<file path="config.mk">
export PLATFORM = sky130hd
export DESIGN_NAME = float24_multiply_add_max_unit_top
export DESIGN_NICKNAME = d
export VERILOG_FILES = /design/src/hdl/f24_pkg.sv /design/src/hdl/f24_halve.sv /design/src/hdl/float24_multiply_add_max_unit_top.sv
export SDC_FILE = /design/constraint.sdc
export NUM_CORES = 1
export LEC_CHECK = 0
export BUFFER_PORTS_ARGS = -buffer_cell sky130_fd_sc_hd__buf_2
export CAP_MARGIN = 20
export CORE_MARGIN = 2
export CORE_UTILIZATION = 50
export CTS_BUF_LIST = sky130_fd_sc_hd__clkbuf_4 sky130_fd_sc_hd__clkbuf_8 sky130_fd_sc_hd__clkbuf_16
export CTS_CLUSTER_SIZE = 8
export DETAILED_ROUTE_END_ITERATION = 7
export GPL_ROUTABILITY_DRIVEN = 1
export PLACE_DENSITY = 0.69
export SLEW_MARGIN = 40
export SYNTH_ARGS = -nofsm -noshare
export SYNTH_HDL_FRONTEND = slang
export SYNTH_HIERARCHICAL = 1
export SYNTH_SLANG_ARGS = --single-unit
</file>
<file path="constraint.sdc">
create_clock -name clk -period 2.8 [get_ports clk]
set_clock_uncertainty 0.1 [all_clocks]
set_input_delay 0.56 -clock clk [delete_from_list [all_inputs] [get_ports clk]]
set_output_delay 0.56 -clock clk [all_outputs]
set_load 0.1 [all_outputs]
</file>
<file path="src/hdl/f24_pkg.sv">
// ============================================================================
// f24_pkg: shared types and constants for the float24 multiply/add/max unit
// Field widths of the 16-bit mantissa / 8-bit exponent format, the width of
// the working mantissa register and the operation codes.
// ============================================================================
package f24_pkg;

	localparam int MAN_W = 16;
	localparam int EXP_W = 8;
	localparam int ACC_W = 2 * MAN_W;
	localparam int KIND_W = 2;
	localparam int CNT_W = 5;
	localparam int ALIGN_MAX = 16;

	typedef enum logic [KIND_W-1:0] {
		KIND_MUL = 2'd0,
		KIND_ADD = 2'd1,
		KIND_MAX = 2'd2,
		KIND_NOP = 2'd3
	} kind_t;

	typedef logic signed [MAN_W-1:0] man_t;
	typedef logic signed [EXP_W-1:0] exp_t;
	typedef logic signed [ACC_W-1:0] acc_t;

endpackage

</file>
<file path="src/hdl/f24_halve.sv">
// ============================================================================
// f24_halve: shared one-step halving unit
// Divides the working mantissa by two, truncating toward zero.
// ============================================================================
module f24_halve (
	input  f24_pkg::acc_t value,
	output f24_pkg::acc_t half
);

	f24_pkg::acc_t biased;

	// bias negative values by one so the arithmetic shift rounds toward zero
	assign biased = value + f24_pkg::acc_t'({{(f24_pkg::ACC_W-1){1'b0}}, value[f24_pkg::ACC_W-1]});
	assign half = biased >>> 1;

endmodule

</file>
<file path="src/hdl/float24_multiply_add_max_unit_top.sv">
// ============================================================================
// float24_multiply_add_max_unit_top: multiply, add and max on m * 2^e numbers
// One request in flight, the next taken after the result issues; the single
// halving unit does alignment and normalization one bit per cycle. Any output
// stall holds the finished result back before it issues.
// arst_n clears the sequencer and empties the output register.
// ============================================================================
module float24_multiply_add_max_unit_top (
	input  logic        clk,
	input  logic        arst_n,
	input  logic        s_tvalid,
	output logic        s_tready,
	input  logic [47:0] s_tdata,   // a_mantissa[15:0], a_exponent[23:16],
	                               // b_mantissa[39:24], b_exponent[47:40]
	input  logic [1:0]  s_tuser,   // kind[1:0]
	output logic        m_tvalid,
	input  logic        m_tready,
	output logic [23:0] m_tdata,   // result_mantissa[15:0], result_exponent[23:16]
	output logic        m_tuser    // second_is_max[0]
);

	typedef enum logic [2:0] {
		ST_IDLE,
		ST_NORM,
		ST_ALSET,
		ST_ALIGN,
		ST_PICK,
		ST_DONE
	} state_t;

	state_t state_q;
	f24_pkg::kind_t kind_q;
	f24_pkg::man_t am_q, bm_q, xm_q, ym_q, other_q;
	f24_pkg::exp_t ae_q, be_q, xe_q, ye_q, exp_q;
	f24_pkg::acc_t acc_q;
	logic [f24_pkg::CNT_W-1:0] cnt_q;
	logic negb_q;
	logic sec_q;

	f24_pkg::man_t in_am, in_bm;
	f24_pkg::exp_t in_ae, in_be;
	f24_pkg::kind_t in_kind;
	f24_pkg::acc_t half;
	f24_pkg::acc_t product;
	logic in_fire;
	logic out_free;
	logic norm_big;
	logic x_smaller;
	logic [f24_pkg::EXP_W:0] gap;
	logic [f24_pkg::CNT_W-1:0] gap_cnt;
	logic pick_second;

	assign in_am = f24_pkg::man_t'(s_tdata[15:0]);
	assign in_ae = f24_pkg::exp_t'(s_tdata[23:16]);
	assign in_bm = f24_pkg::man_t'(s_tdata[39:24]);
	assign in_be = f24_pkg::exp_t'(s_tdata[47:40]);
	assign in_kind = f24_pkg::kind_t'(s_tuser);

	assign s_tready = (state_q == ST_IDLE);
	assign in_fire = s_tvalid && s_tready;
	assign out_free = !m_tvalid || m_tready;
	assign product = in_am * in_bm;

	assign norm_big = (acc_q >= f24_pkg::acc_t'(32768)) || (acc_q <= -f24_pkg::acc_t'(32768));

	assign x_smaller = (xe_q < ye_q);
	assign gap = x_smaller ? ({ye_q[7], ye_q} - {xe_q[7], xe_q})
	                       : ({xe_q[7], xe_q} - {ye_q[7], ye_q});
	assign gap_cnt = (gap >= (f24_pkg::EXP_W+1)'(f24_pkg::ALIGN_MAX))
		? f24_pkg::CNT_W'(f24_pkg::ALIGN_MAX) : gap[f24_pkg::CNT_W-1:0];

	assign pick_second = (acc_q < 0) || ((acc_q == 0) && (ae_q < be_q));

	f24_halve u_halve (
		.value(acc_q),
		.half (half)
	);

	always_ff @(posedge clk or negedge arst_n) begin
		if (!arst_n) begin
			state_q <= ST_IDLE;
			kind_q <= f24_pkg::KIND_NOP;
			am_q <= '0;
			bm_q <= '0;
			ae_q <= '0;
			be_q <= '0;
			xm_q <= '0;
			ym_q <= '0;
			xe_q <= '0;
			ye_q <= '0;
			other_q <= '0;
			exp_q <= '0;
			acc_q <= '0;
			cnt_q <= '0;
			negb_q <= 1'b0;
			sec_q <= 1'b0;
			m_tvalid <= 1'b0;
			m_tdata <= '0;
			m_tuser <= 1'b0;
		end else begin
			if (m_tvalid && m_tready && (state_q != ST_DONE)) begin
				m_tvalid <= 1'b0;
			end
			unique case (state_q)
				ST_IDLE: begin
					if (in_fire) begin
						kind_q <= in_kind;
						am_q <= in_am;
						ae_q <= in_ae;
						bm_q <= in_bm;
						be_q <= in_be;
						sec_q <= 1'b0;
						negb_q <= 1'b0;
						unique case (in_kind)
							f24_pkg::KIND_MUL: begin
								acc_q <= product;
								exp_q <= in_ae + in_be;
								state_q <= ST_NORM;
							end
							f24_pkg::KIND_ADD: begin
								xm_q <= in_am;
								xe_q <= in_ae;
								ym_q <= in_bm;
								ye_q <= in_be;
								state_q <= ST_ALSET;
							end
							f24_pkg::KIND_MAX: begin
								acc_q <= -f24_pkg::acc_t'(in_bm);
								exp_q <= in_be;
								xm_q <= in_am;
								xe_q <= in_ae;
								negb_q <= 1'b1;
								state_q <= ST_NORM;
							end
							default: begin
								acc_q <= '0;
								exp_q <= '0;
								state_q <= ST_DONE;
							end
						endcase
					end
				end
				ST_NORM: begin
					if (norm_big) begin
						acc_q <= half;
						exp_q <= exp_q + f24_pkg::exp_t'(1);
					end else if (negb_q) begin
						ym_q <= acc_q[f24_pkg::MAN_W-1:0];
						ye_q <= exp_q;
						negb_q <= 1'b0;
						state_q <= ST_ALSET;
					end else begin
						state_q <= ST_DONE;
					end
				end
				ST_ALSET: begin
					// shift the operand with the smaller exponent
					if (x_smaller) begin
						acc_q <= f24_pkg::acc_t'(xm_q);
						other_q <= ym_q;
						exp_q <= ye_q;
					end else begin
						acc_q <= f24_pkg::acc_t'(ym_q);
						other_q <= xm_q;
						exp_q <= xe_q;
					end
					cnt_q <= gap_cnt;
					state_q <= ST_ALIGN;
				end
				ST_ALIGN: begin
					if (cnt_q != '0) begin
						acc_q <= half;
						cnt_q <= cnt_q - f24_pkg::CNT_W'(1);
					end else begin
						acc_q <= acc_q + f24_pkg::acc_t'(other_q);
						state_q <= (kind_q == f24_pkg::KIND_MAX) ? ST_PICK : ST_NORM;
					end
				end
				ST_PICK: begin
					sec_q <= pick_second;
					acc_q <= f24_pkg::acc_t'(pick_second ? bm_q : am_q);
					exp_q <= pick_second ? be_q : ae_q;
					state_q <= ST_DONE;
				end
				ST_DONE: begin
					if (out_free) begin
						m_tvalid <= 1'b1;
						m_tdata <= {exp_q, acc_q[f24_pkg::MAN_W-1:0]};
						m_tuser <= sec_q;
						state_q <= ST_IDLE;
					end
				end
				default: begin
					state_q <= ST_IDLE;
				end
			endcase
		end
	end

endmodule

</file>
# Word-level counts from Yosys, hierarchy flattened
# Cells that the tools add are included.
[word_totals] regBits=190 in_bits=54 output_inout_bits=27 word_cells=126
[classes] add_sub_neg=8 n_mul=1 n_lt_le_gt_ge=6 eq_ne=18 mux=45 reduce_logical=29
[ops] cell="$mux W32" count=5
[ops] cell="$pmux W32 S5" count=1
[ops] cell="$pmux W32 S3" count=1
[ops] cell="$mux W16" count=5
[ops] cell="$mux W8" count=8
[ops] cell="$add A32 B16 Y32" count=1
[ops] cell="$add A32 B2 Y32" count=1
[ops] cell="$ge A32 B17 Y1 const B" count=1
[ops] cell="$le A32 B16 Y1 const B" count=1
[ops] cell="$logic_not A32 Y1" count=1
[ops] cell="$lt A32 B1 Y1 const B" count=1
[ops] cell="$mul A16 B16 Y32" count=1
[ops] cell="$neg A16 Y32" count=1
[ops] cell="$pmux W16 S2" count=1
[ops] cell="$pmux W8 S4" count=1
[ops] cell="$pmux W8 S3" count=1
[ops] cell="$mux W3" count=6
[ops] cell="$pmux W3 S6" count=1
[ops] cell="$sub A8 B8 Y9" count=2
[ops] cell="$lt A8 B8 Y1" count=2
[ops] cell="$pmux W8 S2" count=1
[ops] cell="$ne A2 B2 Y1 const B" count=7
[ops] cell="$reduce_and A4 Y1" count=3
[ops] cell="$mux W5" count=2
[ops] cell="other kinds (28)" count=52

# Longest topological paths before layout
[depth] word_depth=5 ltp_mapped=25 depth_no_buf=22

# Hierarchy
# Netlist, hierarchy kept.
[modules_own_cells] mod="float24_multiply_add_max_unit_top" instances=1 cells_each=2469 area_each_um2=22580.4 seq_area_each_um2=4757.1
[modules_own_cells] mod="f24_halve" instances=1 cells_each=88 area_each_um2=636.9 seq_area_each_um2=0.0

# Worst setup path before layout
# No wires, ideal clock.
[synth_path] path_kind="input port to flip-flop" startpoint="input s_tdata[31]" endpoint="register acc_q[24]" setup_ps=94 t_arrival_ps=6397 required_ps=2606 slack_ps=-3791 path_stages=24 n_path_buf=2 cell_sequence="clkbuf_1 buf_1 nand2_1 fa_1 inv_1 fa_1 inv_1 fa_1 inv_1 fa_1 fa_1 inv_1 fa_1 inv_1 ha_1 and3_1 and3_1 a221o_1 o31a_1 o21a_1 o21ai_0 xnor2_1 a21oi_1 a211oi_1"
[synth_between] elab_chain_cells=4 word_cells_on_any_way=5 cone_classes="add/sub (1); mul (1); mux (3)"
[synth_lines] item="from (decl)" line="float24_multiply_add_max_unit_top.sv:13" text="input logic [47:0] s_tdata,"
[synth_lines] item="$mul A16 B16 Y32 or $neg A16 Y32 (tied branches)" line="float24_multiply_add_max_unit_top.sv:62, float24_multiply_add_max_unit_top.sv:128"
[synth_lines] item="$pmux W32 S3 (*)" line="float24_multiply_add_max_unit_top.sv:114" text="unique case (in_kind)"
[synth_lines] item="$mux W32 (*)" line="float24_multiply_add_max_unit_top.sv:106" text="if (in_fire) begin"
[synth_lines] item="$pmux W32 S5 (*)" line="float24_multiply_add_max_unit_top.sv:104" text="unique case (state_q)"
[synth_lines] item="to (signal assigned)" line="float24_multiply_add_max_unit_top.sv:116" text="acc_q <= product;"
[synth_lines] item="to (signal assigned)" line="float24_multiply_add_max_unit_top.sv:128" text="acc_q <= -f24_pkg::acc_t'(in_bm);"
[synth_lines] item="to (signal assigned)" line="float24_multiply_add_max_unit_top.sv:145" text="acc_q <= half;"
[synth_lines] item="to (decl)" line="float24_multiply_add_max_unit_top.sv:35" text="f24_pkg::acc_t acc_q;"
# Every way passes the cells marked *; elsewhere a longest branch is shown, timed or not. The select of a mux whose other input is x is not followed.
# A chain may end at the register's enable or synchronous reset.

# Final worst setup path
[layout_path] startpoint="input s_tdata[6]" endpoint="register acc_q[22]"
[layout_between] elab_chain_cells=4
[layout_lines] item="$mul A16 B16 Y32" line="float24_multiply_add_max_unit_top.sv:62" text="assign product = in_am * in_bm;"
[layout_lines] item="$pmux W32 S3" line="float24_multiply_add_max_unit_top.sv:114"
[layout_lines] item="$mux W32" line="float24_multiply_add_max_unit_top.sv:106"
[layout_lines] item="$pmux W32 S5" line="float24_multiply_add_max_unit_top.sv:104"
# Every way passes these cells. The select of a mux whose other input is x is not followed.

==> impl_metrics.tcl <==
set metrics [dict create \
    synth_area_um2 23200 \
    h-tree-depth 4 \
    cts_made_buffers 17 \
    async_reset_ff_share_pct 100 \
    min_period_over_period_pct 210 \
    fp.dieH_um 219 \
    synth_top_area_share_pct 22.9 \
    synth_top_area_cell "fa_1" \
    max-slew-margin-rel_pct 53.9 \
    critPathTopFamily "adder cells" \
    clk-insertion-delay-late_ns 0.45 \
    worstPathRequired_ns 3.08 \
    area_growth_pct 31.3 \
    hold_viol 1 \
    cp_max_fo 6 \
    grt_setup_unrepaired "yes" \
    cts.clk_slew.worst_paths_ns 0.08 \
    cts_tree "yes" \
    crit_path_end_kind "register" \
    track_usage_pct 31.5 \
    worstMarginPinSlew_ns 0.690 \
    core-area_um2 45600 \
    drive_gt1_share_pct 32.9 \
    start_util_pct 50.9 \
    synth_top_cells_by_area "fa_1 23%, dfrtp_1 20%, ha_1 8.2%" \
    critPathSlowestCell "fa_1" \
    io_pins 81 \
    dp_hpwl_um 56400 \
    avgSynthCellArea_um2 9.08 \
    synthFlopType "dfrtp_1" \
    fin_crit_ns 5.88 \
    overflow 0 \
    cts-hold-fix-buffers 0 \
    setup_viol 37 \
    yosysWarnings 6 \
    clock.fmax_mhz 170 \
    num_vias 21100 \
    yosysMostFrequentCell "inv_1" \
    setup.worst_path.class "in2reg" \
    status "finished, violations left" \
    violations "hold timing, setup timing" \
    antenna_found_initial 0 \
    setup_tns_ns -72.47 \
    final_nets 3486 \
    synth_top_cells_by_count "339 x inv_1, 302 x nand2_1, 266 x fa_1, 188 x dfrtp_1, 153 x ha_1" \
    drt_iter0_markers 1815 \
    synth-seq-cells 190 \
    syn_nets 3030 \
    crit_arrival_ns 6.16 \
    crit_buf_inv 5 \
    cp_cell_sequence "buf_12 -> buf_8 -> nand2_1 -> fa_1 -> inv_1 -> fa_1 -> fa_1 -> fa_1 -> fa_1 -> inv_2 -> fa_1 -> inv_2 -> ha_4 -> and3_4 -> and3_4 -> a221o_1 -> o31a_1 -> o21a_1 -> o21a_1 -> nor3_2 -> o22ai_1 -> a21oi_1" \
    start_kind "input port" \
    fin_ws_ns -3.08 \
    dp.cells 3531 \
    crit_top_cell "fa_1" \
    slowest_delay_ns 0.59 \
    hp-class "in2async" \
    drv_cap 0 \
    viasPerCell 5.83 \
    cts_sinks 190 \
    die-area_um2 48200 \
    rr_worst_depth 14 \
    antennaDiodeCount 0 \
    grt_pass1_vias 22100 \
    whs_ns -0.00216 \
    grt_pass1_wl_um 118000 \
    synth_enable_flop_cells 0 \
    gp_congestion 0.959 \
    die_w_um 219 \
    portBuffers 80 \
    cts_buffer_depth 2 \
    ctsRootBufferMaster "clkbuf_16" \
    finalNonFillerCells 3626 \
    grt_max_degree 68 \
    netlist-cell-type-count 87 \
    wl_per_cell_um 20.5 \
    wl_um 74300 \
    ant_nets 0 \
    syn_inst 2557 \
    seq_area_frac_synth_pct 20.5 \
    cp.depth 22 \
    dr.pass1.iters 5 \
    fp-row-count 78 \
    final-max-slew-violation-count 0 \
    route.detailed.drc 0 \
]
## cell type report
| cell class | instances | area, um2 |
|---|---|---|
| clock buffer | 19 | 453 |
| timing repair buffer | 559 | 4780 |
| clock inverter | 13 | 128 |
| multi-input combinational | 1906 | 18300 |
| tap | 600 | 751 |
| sequential | 190 | 4760 |
| fill | 3439 | 15100 |
| inverter | 339 | 1270 |
## worst reg2reg max path, stage by stage, from the launching register on
cell       delay, ns
dfrtp_1         0.41
ha_1            0.22
inv_1           0.07
fa_1            0.21
nor2b_1         0.07
o31a_1          0.29
o311ai_1        0.26
buf_4           0.18
a21oi_1         0.07
buf_4           0.16
o2111ai_2       0.24
a21oi_1         0.12
or3_1           0.35
a311oi_1        0.42
o31ai_1         0.12
## cell usage in the layout, fill, tap and decap left out, drive strengths merged, types with 22 or more instances in the layout
| master | synthesis | layout |
|---|---|---|
| buf | 26 | 555 |
| inv | 339 | 345 |
| nand2 | 303 | 303 |
| fa | 266 | 266 |
| dfrtp | 188 | 188 |
| ha | 153 | 153 |
| and2 | 135 | 135 |
| nor2 | 122 | 122 |
| mux2 | 107 | 107 |
| a21oi | 106 | 106 |
| o21ai | 98 | 98 |
| xnor2 | 72 | 72 |
| mux2i | 55 | 55 |
| a21o | 39 | 39 |
| nand3 | 37 | 37 |
| nor3 | 34 | 34 |
| xor2 | 33 | 33 |
| a221oi | 32 | 32 |
| a31oi | 30 | 30 |
| a211oi | 23 | 23 |
| o31ai | 23 | 23 |
| nand4 | 22 | 22 |
| and3 | 22 | 22 |
| nor4 | 22 | 22 |
## final timing paths
path	start	to	slack, ns
max in group asynchronous	arst_n	bm_q[5]$_DFFE_PN0P_	1.84
worst max register to register	other_q[0]$_DFFE_PN0P_	acc_q[26]$_DFFE_PN0P_	-0.62
min in group clk	s_tdata[47]	be_q[7]$_DFFE_PN0P_	0.30
worst min register to register	m_tdata[20]$_DFFE_PN0P_	m_tdata[20]$_DFFE_PN0P_	0.41
worst min-delay path	arst_n	ae_q[5]$_DFFE_PN0P_	-0.002
worst max-delay path	s_tdata[6]	acc_q[22]$_DFFE_PN0P_	-3.08
## through the flow
step | setup WS [ns] | area (um2) | hold WS [ns] | util, %
2_1_floorplan | -3.33 | 23900 | 0.164 | -
3_3_place_gp | -3.52 | 27600 | 0.383 | 60.5
3_5_place_dp | -3.61 | 27600 | 0.391 | 60.5
4_1_cts | -2.94 | 29600 | 0.0177 | 65.0
5_1_grt | -3.24 | 30500 | 0.0319 | 66.9
6_report | -3.08 | 30500 | -0.00216 | 66.9
## what timing repair did
action / in CTS / in global routing
setup endpoints to repair: 45 / 72
pin swaps: 139 / 139
resized for setup: 266 / 142
gates cloned: 4 / 0
buffers inserted: 32 / 36
## logic make-up (layout without fill, tap and decap cells)
family          Yosys count  after routing  synth area share (%)
flops                   190            190                  20.5
simple gates            758            758                  16.0
buf+inv                 461            930                  7.60
compound gates          462            462                  13.3
mux                     162            162                  7.56
fa+ha+maj               419            419                  31.2
xor+xnor                105            105                  3.96
## routing by layer
layer / wire [um] / share of wire [%] / vias to the layer above / GRT usage [%]
met1: 28500 / 38 / 10600 / 38.1
met5: 0 / 0 / - / 0
li1: - / - / 9459 / -
met4: 3920 / 5.3 / 0 / 14.7
met3: 4120 / 5.6 / 250 / 3.96
met2: 37700 / 51 / 830 / 55.7
## sequential cells by signal, indices dropped and copies added, names as in the netlist
| name | count |
|---|---|
| exp_q | 8 |
| ym_q | 16 |
| acc_q | 32 |
| ae_q | 8 |
| xe_q | 8 |
| m_tdata | 24 |
| kind_q | 2 |
| state_q | 3 |
| cnt_q | 5 |
| other_q | 16 |
| ye_q | 8 |
| be_q | 8 |
| am_q | 16 |
| m_tuser | 1 |
| negb_q | 1 |
| xm_q | 16 |
| m_tvalid | 1 |
| bm_q | 16 |
| sec_q | 1 |
Power is left out: the tool's default activity adds up to more than one toggle a clock period on the data nets, which glitch-free logic cannot reach.
